[src/rtl/selective_repeat_receiver_core_defines.svh]
// Assertion macros for the selective-repeat receiver.
// Used by the top level only; define ASSERT_OFF to compile them out.
`ifndef SELECTIVE_REPEAT_RECEIVER_CORE_DEFINES_SVH
`define SELECTIVE_REPEAT_RECEIVER_CORE_DEFINES_SVH
`ifndef ASSERT_OFF
`define SRR_ASSERT(label, prop) \
  label: assert property (@(posedge clk) disable iff (rst) (prop)) \
    else $error("srr: invariant violated");
`define SRR_ASSERT_IMP(label, ante, cons) \
  label: assert property (@(posedge clk) disable iff (rst) (ante) |-> (cons)) \
    else $error("srr: implication violated");
`else
`define SRR_ASSERT(label, prop)
`define SRR_ASSERT_IMP(label, ante, cons)
`endif
`endif

[src/rtl/srr_pkg.sv]
// Shared types and constants for the selective-repeat receiver.
// No dependencies; the RTL files refer to it by scoped names, the testbench files import it.
package srr_pkg;

  localparam int unsigned WINDOW_MAX_DEF    = 16;
  localparam int unsigned PAYLOAD_BYTES_DEF = 8;
  localparam int unsigned SEQ_LIMIT         = 1024;

  localparam int unsigned SEQ_W      = 10;
  localparam int unsigned BASE_W     = 11;
  localparam int unsigned WIN_W      = 5;
  localparam int unsigned ACK_W      = 11;
  localparam int unsigned DATA_W     = 64;
  localparam int unsigned APB_ADDR_W = 3;
  localparam int unsigned APB_DATA_W = 32;

  localparam int unsigned QUEUE_DEPTH = 2;
  localparam int unsigned QPTR_W      = $clog2(QUEUE_DEPTH);
  localparam int unsigned QCNT_W      = $clog2(QUEUE_DEPTH + 1);

  localparam logic [SEQ_W-1:0]        INITIAL_BASE_RST = '0;
  localparam logic [WIN_W-1:0]        WINDOW_SIZE_RST  = 5'd4;
  localparam logic signed [ACK_W-1:0] ACK_NONE         = -11'sd1;

  // register index codes (paddr[2])
  localparam logic REG_INITIAL_BASE = 1'b0;
  localparam logic REG_WINDOW_SIZE  = 1'b1;

  // result kinds
  localparam logic KIND_DATA = 1'b0;
  localparam logic KIND_ACK  = 1'b1;

  typedef enum logic {
    OP_BAD  = 1'b0,
    OP_GOOD = 1'b1
  } op_t;

  typedef struct packed {
    op_t               op;
    logic [SEQ_W-1:0]  seq;
    logic [DATA_W-1:0] data;
  } cmd_t;

  typedef struct packed {
    logic              restart;
    logic [BASE_W-1:0] init_base;
    logic [WIN_W-1:0]  win;
  } cfg_t;

endpackage

[src/rtl/srr_ifs.sv]
// Request channel interfaces: incoming packets and outgoing results.
// Depends on srr_pkg for field widths.
interface srr_pkt_if;
  logic                            valid;
  logic                            ready;
  logic                            checksum_ok;
  logic [srr_pkg::SEQ_W-1:0]       seq_num;
  logic [srr_pkg::DATA_W-1:0]      payload;
  modport source (output valid, checksum_ok, seq_num, payload, input ready);
  modport sink   (input valid, checksum_ok, seq_num, payload, output ready);
endinterface

interface srr_rsp_if;
  logic                            valid;
  logic                            ready;
  logic                            kind;
  logic signed [srr_pkg::ACK_W-1:0] ack_num;
  logic [srr_pkg::DATA_W-1:0]      data_out;
  logic                            last;
  modport source (output valid, kind, ack_num, data_out, last, input ready);
  modport sink   (input valid, kind, ack_num, data_out, last, output ready);
endinterface

[src/rtl/srr_front.sv]
// Front stage: takes packet requests, classifies checksum, masks payload.
// Depends on srr_pkg and srr_pkt_if.
module srr_front #(
  parameter int unsigned PAYLOAD_BYTES = srr_pkg::PAYLOAD_BYTES_DEF
) (
  input  logic               clk,
  input  logic               rst,
  srr_pkt_if.sink            pkt,
  output srr_pkg::cmd_t      cmd,
  output logic               cmd_valid,
  input  logic               cmd_ready
);

  localparam logic [srr_pkg::DATA_W-1:0] PAYLOAD_MASK =
    {srr_pkg::DATA_W{1'b1}} >> (srr_pkg::DATA_W - 8 * PAYLOAD_BYTES);

  logic          st_valid;
  srr_pkg::cmd_t st_cmd;

  assign pkt.ready = !st_valid || cmd_ready;
  assign cmd_valid = st_valid;
  assign cmd       = st_cmd;

  always_ff @(posedge clk) begin
    if (rst) begin
      st_valid <= 1'b0;
    end else if (pkt.ready) begin
      st_valid <= pkt.valid;
    end
  end

  always_ff @(posedge clk) begin
    if (pkt.valid && pkt.ready) begin
      st_cmd.op   <= pkt.checksum_ok ? srr_pkg::OP_GOOD : srr_pkg::OP_BAD;
      st_cmd.seq  <= pkt.seq_num;
      st_cmd.data <= pkt.payload & PAYLOAD_MASK;
    end
  end

endmodule

[src/rtl/srr_queue.sv]
// Short command queue between the front and back parts.
// Depends on srr_pkg.
module srr_queue (
  input  logic          clk,
  input  logic          rst,
  input  srr_pkg::cmd_t in_cmd,
  input  logic          in_valid,
  output logic          in_ready,
  output srr_pkg::cmd_t out_cmd,
  output logic          out_valid,
  input  logic          out_ready
);

  srr_pkg::cmd_t                entry [srr_pkg::QUEUE_DEPTH];
  logic [srr_pkg::QPTR_W-1:0]   wr_ptr;
  logic [srr_pkg::QPTR_W-1:0]   rd_ptr;
  logic [srr_pkg::QCNT_W-1:0]   count;
  logic                         push;
  logic                         pop;

  assign in_ready  = count != srr_pkg::QCNT_W'(srr_pkg::QUEUE_DEPTH);
  assign out_valid = count != '0;
  assign out_cmd   = entry[rd_ptr];
  assign push      = in_valid && in_ready;
  assign pop       = out_valid && out_ready;

  always_ff @(posedge clk) begin
    if (rst) begin
      wr_ptr <= '0;
      rd_ptr <= '0;
      count  <= '0;
    end else begin
      if (push) begin
        wr_ptr <= (wr_ptr == srr_pkg::QPTR_W'(srr_pkg::QUEUE_DEPTH - 1)) ? '0 : wr_ptr + 1'b1;
      end
      if (pop) begin
        rd_ptr <= (rd_ptr == srr_pkg::QPTR_W'(srr_pkg::QUEUE_DEPTH - 1)) ? '0 : rd_ptr + 1'b1;
      end
      if (push && !pop) begin
        count <= count + 1'b1;
      end else if (pop && !push) begin
        count <= count - 1'b1;
      end
    end
  end

  always_ff @(posedge clk) begin
    if (push) begin
      entry[wr_ptr] <= in_cmd;
    end
  end

endmodule

[src/rtl/srr_back.sv]
// Back part: window test, reorder buffer, in-order drain and result register.
// Depends on srr_pkg and srr_rsp_if.
module srr_back #(
  parameter int unsigned WINDOW_MAX = srr_pkg::WINDOW_MAX_DEF
) (
  input  logic                         clk,
  input  logic                         rst,
  input  srr_pkg::cfg_t                cfg,
  input  srr_pkg::cmd_t                cmd,
  input  logic                         cmd_valid,
  output logic                         cmd_ready,
  srr_rsp_if.source                    rsp,
  output logic [srr_pkg::BASE_W-1:0]   base_out
);

  localparam int unsigned IDX_W   = (WINDOW_MAX > 1) ? $clog2(WINDOW_MAX) : 1;
  localparam int unsigned WIN_CAP = (WINDOW_MAX < 31) ? WINDOW_MAX : 31;
  localparam int unsigned BASE_W  = srr_pkg::BASE_W;
  localparam int unsigned ACK_W   = srr_pkg::ACK_W;
  localparam int unsigned DATA_W  = srr_pkg::DATA_W;

  typedef enum logic [3:0] {
    S_IDLE  = 4'b0001,
    S_EXEC  = 4'b0010,
    S_DRAIN = 4'b0100,
    S_DELIV = 4'b1000
  } state_t;

  state_t                   state, state_next;
  logic [BASE_W-1:0]        base;
  logic [IDX_W-1:0]         head;
  logic [WINDOW_MAX-1:0]    filled;
  logic signed [ACK_W-1:0]  last_ack;
  srr_pkg::cmd_t            cur;
  logic [DATA_W-1:0]        slot_payload [WINDOW_MAX];
  logic [DATA_W-1:0]        rd_data;

  logic                     out_valid;
  logic                     out_kind;
  logic signed [ACK_W-1:0]  out_ack;
  logic [DATA_W-1:0]        out_data;
  logic                     out_last;

  logic                     out_free;
  logic                     pop;
  logic                     emit;
  logic                     e_kind;
  logic signed [ACK_W-1:0]  e_ack;
  logic [DATA_W-1:0]        e_data;
  logic                     e_last;
  logic                     do_store;
  logic                     do_take;
  logic                     set_ack;

  logic [srr_pkg::WIN_W-1:0] win_eff;
  logic [BASE_W-1:0]        seq_ext;
  logic [BASE_W-1:0]        win_end;
  logic [BASE_W-1:0]        offset;
  logic [IDX_W:0]           slot_sum;
  logic [IDX_W-1:0]         slot;
  logic [IDX_W-1:0]         head_inc;
  logic signed [ACK_W-1:0]  seq_ack;

  assign win_eff  = (cfg.win > srr_pkg::WIN_W'(WIN_CAP)) ? srr_pkg::WIN_W'(WIN_CAP) : cfg.win;
  assign seq_ext  = {1'b0, cur.seq};
  assign seq_ack  = $signed({1'b0, cur.seq});
  assign win_end  = base + BASE_W'(win_eff);
  assign offset   = seq_ext - base;
  // circular slot: head tracks base, so base+offset maps to head+offset
  assign slot_sum = {1'b0, head} + {1'b0, offset[IDX_W-1:0]};
  assign slot     = (slot_sum >= (IDX_W+1)'(WINDOW_MAX)) ?
                    IDX_W'(slot_sum - (IDX_W+1)'(WINDOW_MAX)) : slot_sum[IDX_W-1:0];
  assign head_inc = (head == IDX_W'(WINDOW_MAX - 1)) ? '0 : head + 1'b1;

  assign out_free  = !out_valid || rsp.ready;
  assign cmd_ready = (state == S_IDLE);
  assign pop       = cmd_ready && cmd_valid;
  assign base_out  = base;

  assign rsp.valid    = out_valid;
  assign rsp.kind     = out_kind;
  assign rsp.ack_num  = out_ack;
  assign rsp.data_out = out_data;
  assign rsp.last     = out_last;

  always_comb begin
    state_next = state;
    emit       = 1'b0;
    e_kind     = srr_pkg::KIND_ACK;
    e_ack      = last_ack;
    e_data     = '0;
    e_last     = 1'b1;
    do_store   = 1'b0;
    do_take    = 1'b0;
    set_ack    = 1'b0;
    case (state)
      S_IDLE: begin
        if (cmd_valid) begin
          state_next = S_EXEC;
        end
      end
      S_EXEC: begin
        if (cur.op == srr_pkg::OP_BAD) begin
          if (out_free) begin
            emit       = 1'b1;
            state_next = S_IDLE;
          end
        end else if (seq_ext >= win_end) begin
          state_next = S_IDLE;
        end else if (seq_ext < base) begin
          if (out_free) begin
            emit       = 1'b1;
            e_ack      = seq_ack;
            set_ack    = 1'b1;
            state_next = S_IDLE;
          end
        end else begin
          do_store   = 1'b1;
          state_next = S_DRAIN;
        end
      end
      S_DRAIN: begin
        if (base >= BASE_W'(srr_pkg::SEQ_LIMIT) || !filled[head]) begin
          if (out_free) begin
            emit       = 1'b1;
            e_ack      = seq_ack;
            set_ack    = 1'b1;
            state_next = S_IDLE;
          end
        end else begin
          do_take    = 1'b1;
          state_next = S_DELIV;
        end
      end
      S_DELIV: begin
        if (out_free) begin
          emit       = 1'b1;
          e_kind     = srr_pkg::KIND_DATA;
          e_ack      = $signed(base - BASE_W'(1));
          e_data     = rd_data;
          e_last     = 1'b0;
          state_next = S_DRAIN;
        end
      end
      default: begin
        state_next = S_IDLE;
      end
    endcase
  end

  always_ff @(posedge clk) begin
    if (rst) begin
      state     <= S_IDLE;
      base      <= {1'b0, srr_pkg::INITIAL_BASE_RST};
      head      <= '0;
      filled    <= '0;
      last_ack  <= srr_pkg::ACK_NONE;
      out_valid <= 1'b0;
    end else begin
      state <= state_next;
      if (emit) begin
        out_valid <= 1'b1;
      end else if (rsp.ready) begin
        out_valid <= 1'b0;
      end
      if (cfg.restart) begin
        base     <= cfg.init_base;
        head     <= '0;
        filled   <= '0;
        last_ack <= srr_pkg::ACK_NONE;
      end else begin
        if (do_store) begin
          filled[slot] <= 1'b1;
        end
        if (do_take) begin
          filled[head] <= 1'b0;
          base         <= base + BASE_W'(1);
          head         <= head_inc;
        end
        if (set_ack) begin
          last_ack <= seq_ack;
        end
      end
    end
  end

  always_ff @(posedge clk) begin
    if (pop) begin
      cur <= cmd;
    end
    if (do_store) begin
      slot_payload[slot] <= cur.data;
    end
    if (do_take) begin
      rd_data <= slot_payload[head];
    end
    if (emit) begin
      out_kind <= e_kind;
      out_ack  <= e_ack;
      out_data <= e_data;
      out_last <= e_last;
    end
  end

endmodule

[src/rtl/selective_repeat_receiver_core.sv]
// Selective-repeat receiver. A bad checksum or an ack below the window gives one ack result;
// a stored packet acks after it releases its n payloads, each delivered as a result of its
// own before the ack. Dropped packets give no result.
// The back part holds one packet at a time until its final result is emitted, with one
// reorder-buffer read and one result per delivery. Front accepts while queue has room.
// Reset: synchronous, active high; registers to defaults, buffer marked empty at once.
`include "selective_repeat_receiver_core_defines.svh"
module selective_repeat_receiver_core #(
  parameter int unsigned WINDOW_MAX    = srr_pkg::WINDOW_MAX_DEF,
  parameter int unsigned PAYLOAD_BYTES = srr_pkg::PAYLOAD_BYTES_DEF
) (
  input  logic                              clk,
  input  logic                              rst,
  // configuration port
  input  logic                              psel,
  input  logic                              penable,
  input  logic                              pwrite,
  input  logic [srr_pkg::APB_ADDR_W-1:0]    paddr,
  input  logic [srr_pkg::APB_DATA_W-1:0]    pwdata,
  output logic [srr_pkg::APB_DATA_W-1:0]    prdata,
  output logic                              pready,
  // request channels
  srr_pkt_if.sink                           pkt,
  srr_rsp_if.source                         rsp
);

  localparam int unsigned BASE_W = srr_pkg::BASE_W;

  logic [srr_pkg::SEQ_W-1:0] initial_base;
  logic [srr_pkg::WIN_W-1:0] window_size;
  logic                      cfg_wr;
  logic [BASE_W-1:0]         wr_base;
  srr_pkg::cfg_t             cfg;

  srr_pkg::cmd_t             f_cmd;
  logic                      f_valid;
  logic                      f_ready;
  srr_pkg::cmd_t             q_cmd;
  logic                      q_valid;
  logic                      q_ready;
  logic [BASE_W-1:0]         base;

  // ---- configuration registers ----
  // Register index is paddr[2]; writing initial_base restarts the receiver
  // in the same edge, using the written value directly.
  assign pready = 1'b1;
  assign cfg_wr = psel && penable && pwrite && pready;
  assign wr_base = ({1'b0, pwdata[srr_pkg::SEQ_W-1:0]} > BASE_W'(srr_pkg::SEQ_LIMIT)) ?
                   BASE_W'(srr_pkg::SEQ_LIMIT) : {1'b0, pwdata[srr_pkg::SEQ_W-1:0]};

  always_ff @(posedge clk) begin
    if (rst) begin
      initial_base <= srr_pkg::INITIAL_BASE_RST;
      window_size  <= srr_pkg::WINDOW_SIZE_RST;
    end else if (cfg_wr) begin
      case (paddr[2])
        srr_pkg::REG_INITIAL_BASE: initial_base <= pwdata[srr_pkg::SEQ_W-1:0];
        srr_pkg::REG_WINDOW_SIZE:  window_size  <= pwdata[srr_pkg::WIN_W-1:0];
        default: ;
      endcase
    end
  end

  always_comb begin
    case (paddr[2])
      srr_pkg::REG_INITIAL_BASE:
        prdata = srr_pkg::APB_DATA_W'(initial_base);
      srr_pkg::REG_WINDOW_SIZE:
        prdata = srr_pkg::APB_DATA_W'(window_size);
      default:
        prdata = '0;
    endcase
  end

  assign cfg.restart   = cfg_wr && (paddr[2] == srr_pkg::REG_INITIAL_BASE);
  assign cfg.init_base = wr_base;
  assign cfg.win       = window_size;

  // ---- front: accept and classify ----
  srr_front #(
    .PAYLOAD_BYTES (PAYLOAD_BYTES)
  ) u_front (
    .clk       (clk),
    .rst       (rst),
    .pkt       (pkt),
    .cmd       (f_cmd),
    .cmd_valid (f_valid),
    .cmd_ready (f_ready)
  );

  // ---- decoupling queue ----
  srr_queue u_queue (
    .clk       (clk),
    .rst       (rst),
    .in_cmd    (f_cmd),
    .in_valid  (f_valid),
    .in_ready  (f_ready),
    .out_cmd   (q_cmd),
    .out_valid (q_valid),
    .out_ready (q_ready)
  );

  // ---- back: window, reorder buffer, drain, results ----
  srr_back #(
    .WINDOW_MAX (WINDOW_MAX)
  ) u_back (
    .clk       (clk),
    .rst       (rst),
    .cfg       (cfg),
    .cmd       (q_cmd),
    .cmd_valid (q_valid),
    .cmd_ready (q_ready),
    .rsp       (rsp),
    .base_out  (base)
  );

  // ---- assertions ----
  // a delivery is never the final result of a packet
  `SRR_ASSERT_IMP(a_data_not_last, rsp.valid && (rsp.kind == srr_pkg::KIND_DATA), !rsp.last)
  // a delivery carries a real sequence number
  `SRR_ASSERT_IMP(a_data_num_pos, rsp.valid && (rsp.kind == srr_pkg::KIND_DATA), !rsp.ack_num[10])
  // window base stays within the sequence space
  `SRR_ASSERT(a_base_limit, base <= BASE_W'(srr_pkg::SEQ_LIMIT))
  // base only moves forward, unless restarted
  `SRR_ASSERT_IMP(a_base_fwd, !$past(rst) && !$past(cfg.restart), base >= $past(base))

endmodule

[src/flat_wrapper.sv]
// flat-port wrapper written by rule: the top's interface ports become plain ports
module selective_repeat_receiver_core_flat 
#(
  parameter int unsigned WINDOW_MAX    = srr_pkg::WINDOW_MAX_DEF,
  parameter int unsigned PAYLOAD_BYTES = srr_pkg::PAYLOAD_BYTES_DEF
)
  (clk, rst, psel, penable, pwrite, paddr, pwdata, prdata, pready, pkt_valid, pkt_checksum_ok, pkt_seq_num, pkt_payload, pkt_ready, rsp_valid, rsp_kind, rsp_ack_num, rsp_data_out, rsp_last, rsp_ready);
  srr_pkt_if pkt_i ();
  srr_rsp_if rsp_i ();
  input  logic clk;
  input  logic rst;
  input  logic psel;
  input  logic penable;
  input  logic pwrite;
  input  logic [srr_pkg::APB_ADDR_W-1:0] paddr;
  input  logic [srr_pkg::APB_DATA_W-1:0] pwdata;
  output logic [srr_pkg::APB_DATA_W-1:0] prdata;
  output logic pready;
  input wire logic [$bits(pkt_i.valid)-1:0] pkt_valid;
  input wire logic [$bits(pkt_i.checksum_ok)-1:0] pkt_checksum_ok;
  input wire logic [$bits(pkt_i.seq_num)-1:0] pkt_seq_num;
  input wire logic [$bits(pkt_i.payload)-1:0] pkt_payload;
  output wire logic [$bits(pkt_i.ready)-1:0] pkt_ready;
  output wire logic [$bits(rsp_i.valid)-1:0] rsp_valid;
  output wire logic [$bits(rsp_i.kind)-1:0] rsp_kind;
  output wire logic [$bits(rsp_i.ack_num)-1:0] rsp_ack_num;
  output wire logic [$bits(rsp_i.data_out)-1:0] rsp_data_out;
  output wire logic [$bits(rsp_i.last)-1:0] rsp_last;
  input wire logic [$bits(rsp_i.ready)-1:0] rsp_ready;
  assign pkt_i.valid = pkt_valid;
  assign pkt_i.checksum_ok = pkt_checksum_ok;
  assign pkt_i.seq_num = pkt_seq_num;
  assign pkt_i.payload = pkt_payload;
  assign pkt_ready = pkt_i.ready;
  assign rsp_valid = rsp_i.valid;
  assign rsp_kind = rsp_i.kind;
  assign rsp_ack_num = rsp_i.ack_num;
  assign rsp_data_out = rsp_i.data_out;
  assign rsp_last = rsp_i.last;
  assign rsp_i.ready = rsp_ready;
  selective_repeat_receiver_core #(.WINDOW_MAX(WINDOW_MAX), .PAYLOAD_BYTES(PAYLOAD_BYTES)) u_core (.clk(clk), .rst(rst), .psel(psel), .penable(penable), .pwrite(pwrite), .paddr(paddr), .pwdata(pwdata), .prdata(prdata), .pready(pready), .pkt(pkt_i), .rsp(rsp_i));
endmodule
[config.mk]
export PLATFORM = sky130hd
export DESIGN_NAME = selective_repeat_receiver_core_flat
export DESIGN_NICKNAME = d
export VERILOG_FILES = /design/src/rtl/srr_pkg.sv /design/src/rtl/srr_ifs.sv /design/src/rtl/srr_front.sv /design/src/rtl/srr_queue.sv /design/src/rtl/srr_back.sv /design/src/rtl/selective_repeat_receiver_core.sv /design/src/flat_wrapper.sv
export VERILOG_INCLUDE_DIRS = /design/src /design/src/rtl
export SDC_FILE = /design/constraint.sdc
export NUM_CORES = 2
export LEC_CHECK = 0
export BUFFER_PORTS_ARGS = -buffer_cell sky130_fd_sc_hd__clkbuf_2
export CORE_ASPECT_RATIO = 0.75
export CORE_MARGIN = 2
export CORE_UTILIZATION = 65
export CTS_CLUSTER_DIAMETER = 150
export DETAILED_ROUTE_END_ITERATION = 8
export PLACE_DENSITY_LB_ADDON = 0.25
export SLEW_MARGIN = 20
export SYNTH_ARGS = -nofsm -noshare
export SYNTH_HDL_FRONTEND = slang
export SYNTH_SLANG_ARGS = --single-unit
[constraint.sdc]
create_clock -name clk -period 19.6 [get_ports clk]
set_clock_uncertainty 0.15 [all_clocks]
set_input_delay 3.92 -clock clk [delete_from_list [all_inputs] [get_ports clk]]
set_output_delay 3.92 -clock clk [all_outputs]
set_load 0.01 [all_outputs]
* Word-level counts from Yosys, hierarchy flattened
Memories as Yosys holds them, arrays and structs flattened. A register that Yosys moved wholly into a read port is not among the register bits.
Index checks and enable logic that the tools add are counted.
Widths: inputs -> output; s select.
** Word-level totals
- RAM bits :: 1174
- Output and inout port bits :: 112
- Memories kept :: 2
- Bits in registers :: 218
** Cells by class
- Mux-type cells :: 58
- Bitwise gates (word level) :: 4
- Reductions and logical operators :: 27
- Magnitude comparators :: 10
- Add/subtract/negate cells :: 11
- Equality and inequality tests :: 8
** Memory list
- u_core.u_back.slot_payload :: words 16, bits a word 64, rd ports 1, clocked after memory_dff 1, wr ports 1, RTL line srr_back.sv:35 : logic [DATA_W-1:0] slot_payload [WINDOW_MAX];
- u_core.u_queue.entry :: words 2, bits a word 75, rd ports 1, clocked after memory_dff 1, wr ports 1, RTL line srr_queue.sv:14 : srr_pkg::cmd_t entry [srr_pkg::QUEUE_DEPTH];
** Operators by type and width (count)
- $mux 11 :: 9
- $mux 16 :: 4
- $pmux 32 s2 :: 1
- $mux 4 :: 9
- $pmux 11 s3 :: 1
- $mux 1 :: 25
- $and 16x16->16 :: 1
- $not 16->16 :: 1
- $or 16x16->16 :: 1
- $pmux 4 s4 :: 1
- $add 11x1->11 const B :: 1
- $add 11x5->11 :: 1
- $ge 10x11->1 :: 1
- $ge 11x11->1 const B :: 1
- $gt 10x11->1 const B :: 1
- $lt 10x11->1 :: 1
- $sub 11x1->11 const B :: 1
- $logic_and 1x1->1 :: 10
- $lt 4x5->1 const B :: 2
- $demux 1 s4 :: 2
- $eq 4x4->1 const B :: 2
- $ge 4x1->1 const B :: 2
- $reduce_and 2->1 :: 4
- $reduce_bool 2->1 :: 4
- 22 further kinds :: 32

* Logic depth before layout (Yosys ltp)
- Depth in word-level cells :: 14
- Depth in mapped cells :: 18
- Depth with buffers taken out :: 17

* By module
From an unflattened synthesis, not the netlist that was laid out.
** Second synthesis, totals
- Cell total of the unflattened synthesis :: 2596
- Area, all modules :: 57770.4 µm²
** By module, submodules not included
- srr_back :: cells an instance 2160, sequential area each 38146.6 µm², instances 1, area an instance 48864.4 µm²
- srr_queue :: cells an instance 257, sequential area each 4604.4 µm², instances 1, area an instance 5645.4 µm²
- srr_front :: cells an instance 80, sequential area each 2272.2 µm², instances 1, area an instance 2307.2 µm²
- selective_repeat_receiver_core :: cells an instance 99, sequential area each 300.3 µm², instances 1, area an instance 953.4 µm²

* Worst setup path before layout
OpenSTA, ideal clock, no wires.
- Path type :: input port to output port
- Start :: input port paddr[2] (netlist name)
- End :: output port prdata[0] (netlist name)
- Path buffers :: 1
- Stages on the path :: 2
- Arrival time :: 4.601 ns
- Slack :: 10.929 ns
- Required time :: 15.530 ns
- Path through :: buf_1 > mux2_2
** On the way
- Longest elaborated chain between the ends :: 2
** RTL lines
- from (decl) :: RTL line flat_wrapper.sv:15 : input logic [srr_pkg::APB_ADDR_W-1:0] paddr;
- $not 1->1 :: RTL line selective_repeat_receiver_core.sv:65 : case (paddr[2])
- $pmux 32 s2 (*) :: RTL line selective_repeat_receiver_core.sv:65
- to (decl) :: RTL line flat_wrapper.sv:17 : output logic [srr_pkg::APB_DATA_W-1:0] prdata;
Every way passes the cells marked *; elsewhere a longest branch is shown, timed or not. The select of a mux whose other input is x is not followed.

* Worst setup path in the final report
- Start :: input port paddr[2] (netlist name)
- End :: output port prdata[1] (netlist name)
The elaborated chain is that of the path after synthesis.

==> run metrics <==
outcome=finished clean; non-filler cells, final=4105; Cell Pwr Density=112.0 nW/um^2; nets@finish=3010; EDFF count, synth=between 1000 and 1500; CTS Hold Bufs=0; M1 GR Usage=about two fifths; count of final max-slew check failures=0; Worst R2R Start=u_core.window_size[4]; DR DRC count=0; row cnt=94; ys flop type=edfxtp_1; Placeable Area=87740 sq um; LEAKAGE=~0.02 uW; Worst-Margin Slew=1.142 ns; worst r2r dst=u_core.u_back.slot_payload[11][46]; Inst Count DP=3866; Setup TNS Final=0 ns; met2 Use GR=47.17%; global route total overflow=0; CTS tree=built; largest net degree at the start of global routing=158; Fmax achieved=between 100 and 150 MHz; RSZ-0062 raised after global routing=no; Max VDD drop=0.08450 mV; crit end category=primary output; clock-pin slew on the worst setup and hold paths=around 0.060 ns; Critical Path Start Type=primary input; path depth of the worst reg2reg path=17; post-CTS setup buffers=0; WP data required=15.53 ns; Critical Path Sink=prdata[1]; initial antenna violation count=2; Die ar.=slightly above 90000 sq um; TritonCTS Buffers=between 100 and 150; Syn Area/Cell=22.13 sq um; GRT Overall Usage=29.02%; critical path type=in2out; I/O pin cnt=about 230; Worst Hold Class=reg2reg; Clock Latency Late Sink=0.76 ns; Die H=261.8 um; share of layout cells above drive strength 1=between 20 and 30%; number of global-route vias before repair=27940; CP startpoint=paddr[2]; root cell of the clock tree=clkbuf_16; Slew headroom=23.89%; WP data arrival=4.69 ns; min cycle time layout=8.757 ns; crit-path max FO=13; Max Cap Viol=0; RD Place Congestion=0.8845; Post-Route WL=128.7 mm; Clock Tree Buf Depth=3; Via density=6.684; average routed wire per standard cell=31.35 um; Initial Util=65.66%; commonest non-fill, non-tap cells in the layout=edfxtp_1 (1464), mux4_2 (324), clkbuf_2 (181), clkbuf_16 (142), mux2_2 (81); CTS resizes=0; sequential area share after synthesis=78.64%; final setup vio count=0; CTS HTree Levels=4; Yosys reg bits=1531; busiest grt layer=met2; count of input and output buffers=181; area grow syn2layout=11.43%; first-pass GRT wire length=approximately 190 mm; 1st-pass router iterations=5; Final ANT Viol Nets=0; final period utilization=~45%; Synth async-reset ratio=0%; most common cell after layout, fill and taps aside=edfxtp_1; CTS sink count=around 1500; Hold Vio Cnt, Final=0; number of synthesis warnings=0; M3 GR Usage=6.009%; chip width=~350 um; Synth Cell Area=between 50000 and 60000 sq um; DRT iter0 DRCs=~3600; Post-Syn Instances=approximately 2600; hpwl dp=62.90 mm; via count=27440; Yosys cell types=71; R2R Setup Slk=12.93 ns
cells by family after synthesis:
group | Yosys count | share of synthesized area (%)
muxes | 412 | 14.38
AOI/OAI and AO/OA | 144 | 1.738
xor gates and xnor gates | 35 | 0.5321
buffers and inverters | 174 | 1.353
and+or+nand+nor | 267 | 2.478
other | 2 | 0.01304
adders and majority gates | 38 | 0.8644
DFF | 1531 | 78.64
worst min path at each step:
stage | from | endpoint | slack (ns) | cells after the start
2_1_floorplan | u_core.u_front.cmd[0] | u_core.u_queue.entry[0][0] | 0.27 | 0
3_3_place_gp | u_core.u_front.cmd[24] | u_core.u_queue.entry[0][24] | 0.27 | 0
3_5_place_dp | u_core.u_front.cmd[32] | u_core.u_queue.entry[1][32] | 0.28 | 0
4_1_cts | u_core.u_front.cmd[32] | u_core.u_queue.entry[1][32] | 0.29 | 0
5_1_grt | u_core.u_front.cmd[32] | u_core.u_queue.entry[1][32] | 0.30 | 0
6_report | u_core.u_front.cmd[57] | u_core.u_queue.entry[0][57] | 0.29 | 0
metal layers:
| metal | share of wire, % | vias up |
|---|---|---|
| met4 | 2.4 | 0 |
| met1 | 39 | 14450 |
| met3 | 8.8 | 223 |
| met5 | 0 | - |
| li1 | - | 11180 |
| met2 | 50 | 1584 |
worst max-delay path, cell delays in order:
cell and delay (ns):
clkbuf_2 0.26, mux2_2 0.38, clkbuf_2 0.13
registers in the layout, summed over array words and instances, names as in the netlist, 2 cells and up:
register	count
u_core.u_back.slot_payload	1024
u_core.u_queue.entry	150
u_core.u_back.cur	75
u_core.u_front.cmd	75
u_core.u_back.rd_data	64
u_core.u_back.rsp.data_out	64
u_core.u_back.filled	16
u_core.u_back.base_out	11
u_core.u_back.last_ack	11
u_core.u_back.rsp.ack_num	11
u_core.initial_base	10
u_core.window_size	5
u_core.u_back.head	4
u_core.u_back.state	4
u_core.u_queue.count	2
cell usage after synthesis, drive strengths merged, types with 9 or more instances:
cell | count | area (sq um)
nor3 | 17 | 85.08
o21a | 11 | 82.58
dfxtp | 67 | 1341
ha | 35 | 437.9
inv | 32 | 122.6
nand2b | 11 | 68.82
clkbuf | 69 | 259.0
nand3 | 32 | 160.2
nor2b | 14 | 87.58
mux4 | 324 | 7297
a21oi | 38 | 201.5
nor2 | 43 | 161.4
and2 | 67 | 421.7
buf | 72 | 394.1
xor2 | 10 | 87.58
xnor2 | 25 | 219.0
mux2 | 82 | 927.1
a211oi | 9 | 67.56
o211ai | 9 | 67.56
nand2 | 48 | 180.2
o21ai | 27 | 135.1
edfxtp | 1464 | 43960
stage by stage:
| stage | total power, uW | cell area (sq um) | util [%] | setup WS (ns) | hold WS (ns) |
|---|---|---|---|---|---|
| 3_5_place_dp | 4681 | 59930 | 68.30 | 10.84 | 0.2798 |
| 5_1_grt | 7398 | 64190 | 73.16 | 10.81 | 0.2955 |
| 3_3_place_gp | 4630 | 59930 | 68.30 | 10.88 | 0.2728 |
| 6_report | 7192 | 64190 | 73.16 | 10.84 | 0.2933 |
| 2_1_floorplan | 4438 | 57690 | - | 10.93 | 0.2715 |
| 4_1_cts | 7218 | 64150 | 73.11 | 10.84 | 0.2886 |
layout make-up:
| class | instances | area [sq um] |
|---|---|---|
| Sequential cell | 1531 | 45320 |
| Clock inverter | 69 | 555.5 |
| Tap cell | 1152 | 1441 |
| Inverter | 33 | 133.9 |
| Clock buffer | 167 | 3667 |
| Antenna cell | 2 | 5.005 |
| Fill cell | 4800 | 23550 |
| Multi-Input combinational cell | 919 | 11730 |
| Timing Repair Buffer | 232 | 1345 |
power by group:
part / internal (uW) / switching [uW] / total, uW
Combinational: 126 / 248 / 374
Sequential: 3980 / 270 / 4260
Clock: 1400 / 1160 / 2560
Note: power is estimated with default switching activity, not from simulation.
